File: src/rtl/core/triangle_bilinear_image_resizer_macros.svh
// assertion macros for the triangle bilinear image resizer
// included by the top level, no other dependencies
`ifndef TRIANGLE_BILINEAR_IMAGE_RESIZER_MACROS_SVH
`define TRIANGLE_BILINEAR_IMAGE_RESIZER_MACROS_SVH
`ifndef SYNTHESIS
`define TBIR_ASSERT(label, clk_i, rst_ni, prop) \
	label: assert property (@(posedge clk_i) disable iff (!rst_ni) (prop)) \
		else $error("assertion failed");
`define TBIR_ASSERT_NEVER(label, clk_i, rst_ni, prop) \
	label: assert property (@(posedge clk_i) disable iff (!rst_ni) !(prop)) \
		else $error("assertion failed");
`else
`define TBIR_ASSERT(label, clk_i, rst_ni, prop)
`define TBIR_ASSERT_NEVER(label, clk_i, rst_ni, prop)
`endif
`endif

File: src/rtl/core/tbir_pkg.sv
// shared types and constants of the triangle bilinear image resizer
// no dependencies
package tbir_pkg;
	localparam int CH_W = 8;
	localparam int POS_W = 24;
	localparam int PIX_W = 24;
	localparam int CFG_IDX_W = 3;
	localparam int CFG_DATA_W = 24;
	localparam logic [CFG_IDX_W-1:0] REG_SRC_W = 3'd0;
	localparam logic [CFG_IDX_W-1:0] REG_SRC_H = 3'd1;
	localparam logic [CFG_IDX_W-1:0] REG_DST_W = 3'd2;
	localparam logic [CFG_IDX_W-1:0] REG_DST_H = 3'd3;
	localparam logic [CFG_IDX_W-1:0] REG_X_INC = 3'd4;
	localparam logic [CFG_IDX_W-1:0] REG_Y_INC = 3'd5;
	localparam logic ACT_LOAD = 1'b0;
	localparam logic ACT_EMIT = 1'b1;

	typedef enum logic [1:0] {
		BK_IDLE,
		BK_READ,
		BK_WAIT,
		BK_BLEND
	} back_state_t;
endpackage

File: src/rtl/core/tbir_front.sv
// front end: accepts beats, tracks destination raster and source position
// depends on tbir_pkg
module tbir_front import tbir_pkg::*; #(
	parameter int SRC_DIM = 256,
	parameter int DST_DIM = 1024,
	parameter int FRAC = 16
) (
	input  logic                          clk,
	input  logic                          arst_n,
	input  logic                          in_valid,
	output logic                          in_ready,
	input  logic                          in_action,
	input  logic [PIX_W-1:0]              in_pix,
	input  logic [$clog2(DST_DIM+1)-1:0]  dw,
	input  logic [$clog2(DST_DIM+1)-1:0]  dh,
	input  logic [POS_W-1:0]              x_inc,
	input  logic [POS_W-1:0]              y_inc,
	input  logic                          back_busy,
	// store write
	output logic                          wr_en,
	output logic [$clog2(SRC_DIM*SRC_DIM)-1:0] wr_addr,
	output logic [PIX_W-1:0]              wr_data,
	// queue of emit jobs
	output logic                          q_valid,
	input  logic                          q_ready,
	output logic [2*POS_W:0]              q_data
);
	localparam int AW = $clog2(SRC_DIM*SRC_DIM);
	localparam int DCW = $clog2(DST_DIM+1);
	localparam int QD = 2;

	logic [AW-1:0]      load_ptr_q;
	logic [POS_W-1:0]   xpos_q, ypos_q;
	logic [DCW-1:0]     col_q, row_q;
	logic [2*POS_W:0]   fifo_q [QD];
	logic               wp_q, rp_q;
	logic [1:0]         cnt_q;
	logic               acc, push, pop, col_end, last;

	// a load waits until no queued or running emit still has store reads ahead
	assign in_ready = (cnt_q != 2'(QD)) &&
		((in_action == ACT_EMIT) || ((cnt_q == 2'd0) && !back_busy));
	assign acc = in_valid && in_ready;
	assign push = acc && (in_action == ACT_EMIT);
	assign pop = q_valid && q_ready;
	assign q_valid = (cnt_q != 2'd0);
	assign q_data = fifo_q[rp_q];
	assign col_end = ({1'b0, col_q} + 1'b1) >= {1'b0, dw};
	assign last = col_end && (({1'b0, row_q} + 1'b1) >= {1'b0, dh});
	assign wr_en = acc && (in_action == ACT_LOAD);
	assign wr_addr = load_ptr_q;
	assign wr_data = in_pix;

	always_ff @(posedge clk) begin
		if (push) begin
			fifo_q[wp_q] <= {last, ypos_q, xpos_q};
		end
	end

	always_ff @(posedge clk or negedge arst_n) begin
		if (!arst_n) begin
			load_ptr_q <= '0;
			xpos_q <= '0;
			ypos_q <= '0;
			col_q <= '0;
			row_q <= '0;
			wp_q <= 1'b0;
			rp_q <= 1'b0;
			cnt_q <= '0;
		end else begin
			if (push) wp_q <= ~wp_q;
			if (pop) rp_q <= ~rp_q;
			cnt_q <= cnt_q + 2'(push) - 2'(pop);
			if (wr_en) load_ptr_q <= load_ptr_q + 1'b1;
			if (push) begin
				if (last) begin
					xpos_q <= '0;
					ypos_q <= '0;
					col_q <= '0;
					row_q <= '0;
					load_ptr_q <= '0;
				end else if (col_end) begin
					col_q <= '0;
					xpos_q <= '0;
					row_q <= row_q + 1'b1;
					ypos_q <= ypos_q + y_inc;
				end else begin
					col_q <= col_q + 1'b1;
					xpos_q <= xpos_q + x_inc;
				end
			end
		end
	end
endmodule

File: config.mk
export PLATFORM = sky130hd
export DESIGN_NAME = tbir_front
export DESIGN_NICKNAME = d
export VERILOG_FILES = /design/src/rtl/core/triangle_bilinear_image_resizer_macros.svh /design/src/rtl/core/tbir_pkg.sv /design/src/rtl/core/tbir_front.sv
export SDC_FILE = /design/constraint.sdc
export NUM_CORES = 1
export LEC_CHECK = 0
export ABC_AREA = 1
export BUFFER_PORTS_ARGS = -buffer_cell sky130_fd_sc_hd__buf_2
export CAP_MARGIN = 25
export CORE_MARGIN = 2
export CORE_UTILIZATION = 46
export CTS_BUF_LIST = sky130_fd_sc_hd__clkbuf_8
export CTS_CLUSTER_DIAMETER = 40
export CTS_CLUSTER_SIZE = 10
export DETAILED_ROUTE_END_ITERATION = 8
export PLACE_DENSITY_LB_ADDON = 0.2
export RECOVER_POWER = 25
export SETUP_SLACK_MARGIN = 0.1
export SLEW_MARGIN = 30
export SYNTH_ARGS = -nofsm -noshare
export SYNTH_HDL_FRONTEND = slang
export SYNTH_SLANG_ARGS = --single-unit
File: constraint.sdc
create_clock -name clk -period 5.2 [get_ports clk]
set_input_delay 0.26 -clock clk [delete_from_list [all_inputs] [get_ports clk]]
set_output_delay 0.26 -clock clk [all_outputs]
set_load 0.01 [all_outputs]
==> impl_results.md <==
* Outcome: finished with violations
* Violated checks: capacitance limit, slew limit
* Filler instances at 2301
* Area delta synth->final at 11.8%
* Post-Syn Area per Cell at 8.07 um2
* Final Hold Fails at 0
* I/O pins at 192
* Clock Power Share at 15.4%
* Slew @ Worst Pin at 1.93 ns
* Antenna Nets Post-Route at 0
* DRC Markers at 0
* GRT Util Overall at 20.6%
* GPL Wtd Cong at 0.916
* Logic pwr share at 46.0%
* Startpoint Class: flop
* Cell area after synthesis at 11300 um2
* Int Power at 3.47 mW
* First-pass GRT wire length at 42.1 mm
* Total number of vias at 9118
* Initial Utilization at 46.6%
* Ys async rst share at 47.9%
* Clk_lat worst skew at 0.49 ns
* CTS H-tree lvls at 4
* Routed len/inst at 13.8 um
* RSZ-0062 raised after global routing: no
* Fin crit period at 3.72 ns
* Setup bufs post-CTS at 0
* Power density over the cells at 492 nW/um2
* Antenna cells at 0
* Sequential area share after synthesis at 46.2%
* Kind of critical path: flop to flop
* Placed inst area at 12200 um2
* Cells along the critical path: ha_1 > nand2_1 > nor2_1 > nand3_1 > nor3_1 > nand3_1 > xor2_1 > ha_1 > a21oi_1 > nand2_1 > nor2_1 > nand3_2 > nand2_2 > inv_2 > nand2_2 > nand2_1 > nor2_1
* IO buf count at 143
* Initial antenna violation count at 0
* Die area at 25700 um2
* Clock-pin slew on the worst setup and hold paths at 0.11 ns
* Most common cell after layout, fill and taps aside: nand2_1
* Pleak at 6.54 nW
* Fmax at 269 MHz
* Peak VDD IR at 0.210 mV
* HP Class: input pin to flop
* Post-Synthesis Cells at 1394
* DR vias/cell at 4.92
* Core footprint at 24200 um2
* Gr ovfl total at 0
* First-iteration detailed-routing DRC count at 489
* Slowest stage cell, crit path: nand2_2
* Layout cell share with drive strength beyond 1 at 13.3%
* # rows at 57
* Final Net Count at 1692
* Final Non-Filler Cells at 1854
* Final core occ at 52.1%
* DP Wirelength at 19.3 mm
* Setup TNS at 0 ns
* Synth cell types at 34
* Largest net degree at the start of global routing at 58
* Crit. End Element: flop
* Max Cap Violations at 1
* YS warnings at 0
* Net Count, Synth at 1569
* Flop pwr share at 38.7%
* Worst-path maximum fanout at 29
* CTS sink cnt at 188
* Synthesized flop and latch total at 188
* Critical Path RT at 5.62 ns
* Final setup viols at 0
* Die H at 160 um
* Post-Route Skew at 0.0295 ns
* DIE WIDTH at 160 um
* Final worst path period share at 71.6%
* TritonCTS Buffers at 17
* # resized after CTS at 0
* Post-synth EDFFs at 98
* Max-slew headroom at -28.5%
* CTS root buf: clkbuf_8
* DR pass1 iterations at 6
* Sw Share at 44.1%
* Critical Path AT at 4.14 ns
* Maximum clock path buffer count at 2
* DRT Wirelength at 25.7 mm
* Placed cells at 1821
* Design area at 12600 um2
* Commonest cells after routing, fill and taps aside: nand2_1 (527), inv_1 (164), buf_2 (142), edfxtp_1 (98), dfrtp_1 (89)
* TritonCTS clock tree: yes
* Post-synth top flop: edfxtp_1
* Net switching power at 2.73 mW
* Total Power at 6.20 mW
* Vias in the first global route at 8639
* Slew Viols, Final at 35
* Worst path max stage delay at 0.56 ns
## synth_stat cells, types with 4 or more instances
cell | instances | area share, %
dfrtp_1 | 90 | 20
o21ai_1 | 4 | 0.18
buf_2 | 6 | 0.27
clkbuf_1 | 13 | 0.43
nand4_1 | 25 | 1.4
inv_1 | 164 | 5.5
and2_1 | 4 | 0.22
nand3_1 | 74 | 3.3
edfxtp_1 | 98 | 26
or2_2 | 5 | 0.28
nor2_1 | 75 | 2.5
nor3_1 | 11 | 0.49
nand2_1 | 527 | 18
a21o_1 | 5 | 0.33
xor2_1 | 40 | 3.1
nand3b_1 | 8 | 0.53
ha_1 | 73 | 8.1
a21oi_1 | 57 | 2.5
o21ai_0 | 46 | 2.0
xnor2_1 | 16 | 1.2
buf_4 | 25 | 1.7
## layout make-up
class                   instances  area, um2  share of cell area (%)
inverters                     167        628                    4.99
flip-flops and latches        188       5200                    41.3
clock buffers                  17        234                    1.86
repair buffers                152        825                    6.55
multi-input cells             991       5140                    40.9
clock inverters                15        155                    1.23
well taps                     324        405                    3.22
## repair_timing
item                                    CTS  global route
hold endpoints to repair                 33             0
endpoints found under the setup margin    0             0
hold buffers                              1             0
## cell families (layout without fill, tap and decap cells)
group	after synthesis	count (layout)	synth area share, %
fa+ha+maj	75	75	8.47
flops	188	188	46.2
buf+inv	215	351	8.27
simple gates	741	741	27.2
compound gates	118	118	5.47
xor+xnor	56	56	4.36
mux	1	1	0.100
## metrics by stage
stage | setup slack, ns | hold WS, ns
after floorplan | 1.71 | -0.0356
after global placement | 1.65 | 0.235
after detailed placement | 1.49 | 0.237
after CTS | 1.45 | 0.0732
after global routing | 1.05 | 0.111
final | 1.48 | 0.103
## critical path: cells and delay by family (launching register included)
family,cells,cell delay (ns)
xor+xnor,1,0.22
compound gates,1,0.17
flops,1,0.43
simple gates,12,2.13
buf+inv,1,0.20
fa+ha+maj,2,0.51
## metal layers
metal / global-route usage (%) / up-vias / share of wire, %
li1: - / 4708 / -
met1: 27.9 / 4182 / 46
met2: 34.9 / 202 / 48
met3: 3.25 / 26 / 4.5
met4: 5.20 / 0 / 1.3
met5: 0 / - / 0
## final timing paths
path	startpoint	endpoint	slack [ns]	depth (start not counted)
max	col_q[0]	wr_addr[10]	1.48	17
min	y_inc[0]	ypos_q[0]	0.10	4
max reg2reg	col_q[0]	wr_addr[10]	1.48	17
min reg2reg	ypos_q[12]	fifo_q[1][36]	0.51	0
max in group asynchronous	arst_n	rp_q	2.68	3
min in group asynchronous	arst_n	xpos_q[22]	0.81	2
## flip-flops by register name (all words and copies together) (netlist names)
register  cells
cnt_q         2
row_q        11
wr_addr      16
col_q        11
wp_q          1
xpos_q       24
fifo_q       98
ypos_q       24
rp_q          1
## power groups by stage
stage	Clock (mW)	Combinational [mW]	Sequential, mW
after CTS	0.979	2.88	2.39
final	0.953	2.85	2.40
after floorplan	0	2.05	2.33
after global routing	1.04	3.26	2.46
after detailed placement	0	2.87	2.42
after global placement	0	2.81	2.40
Power figures use the tool's default switching activity.
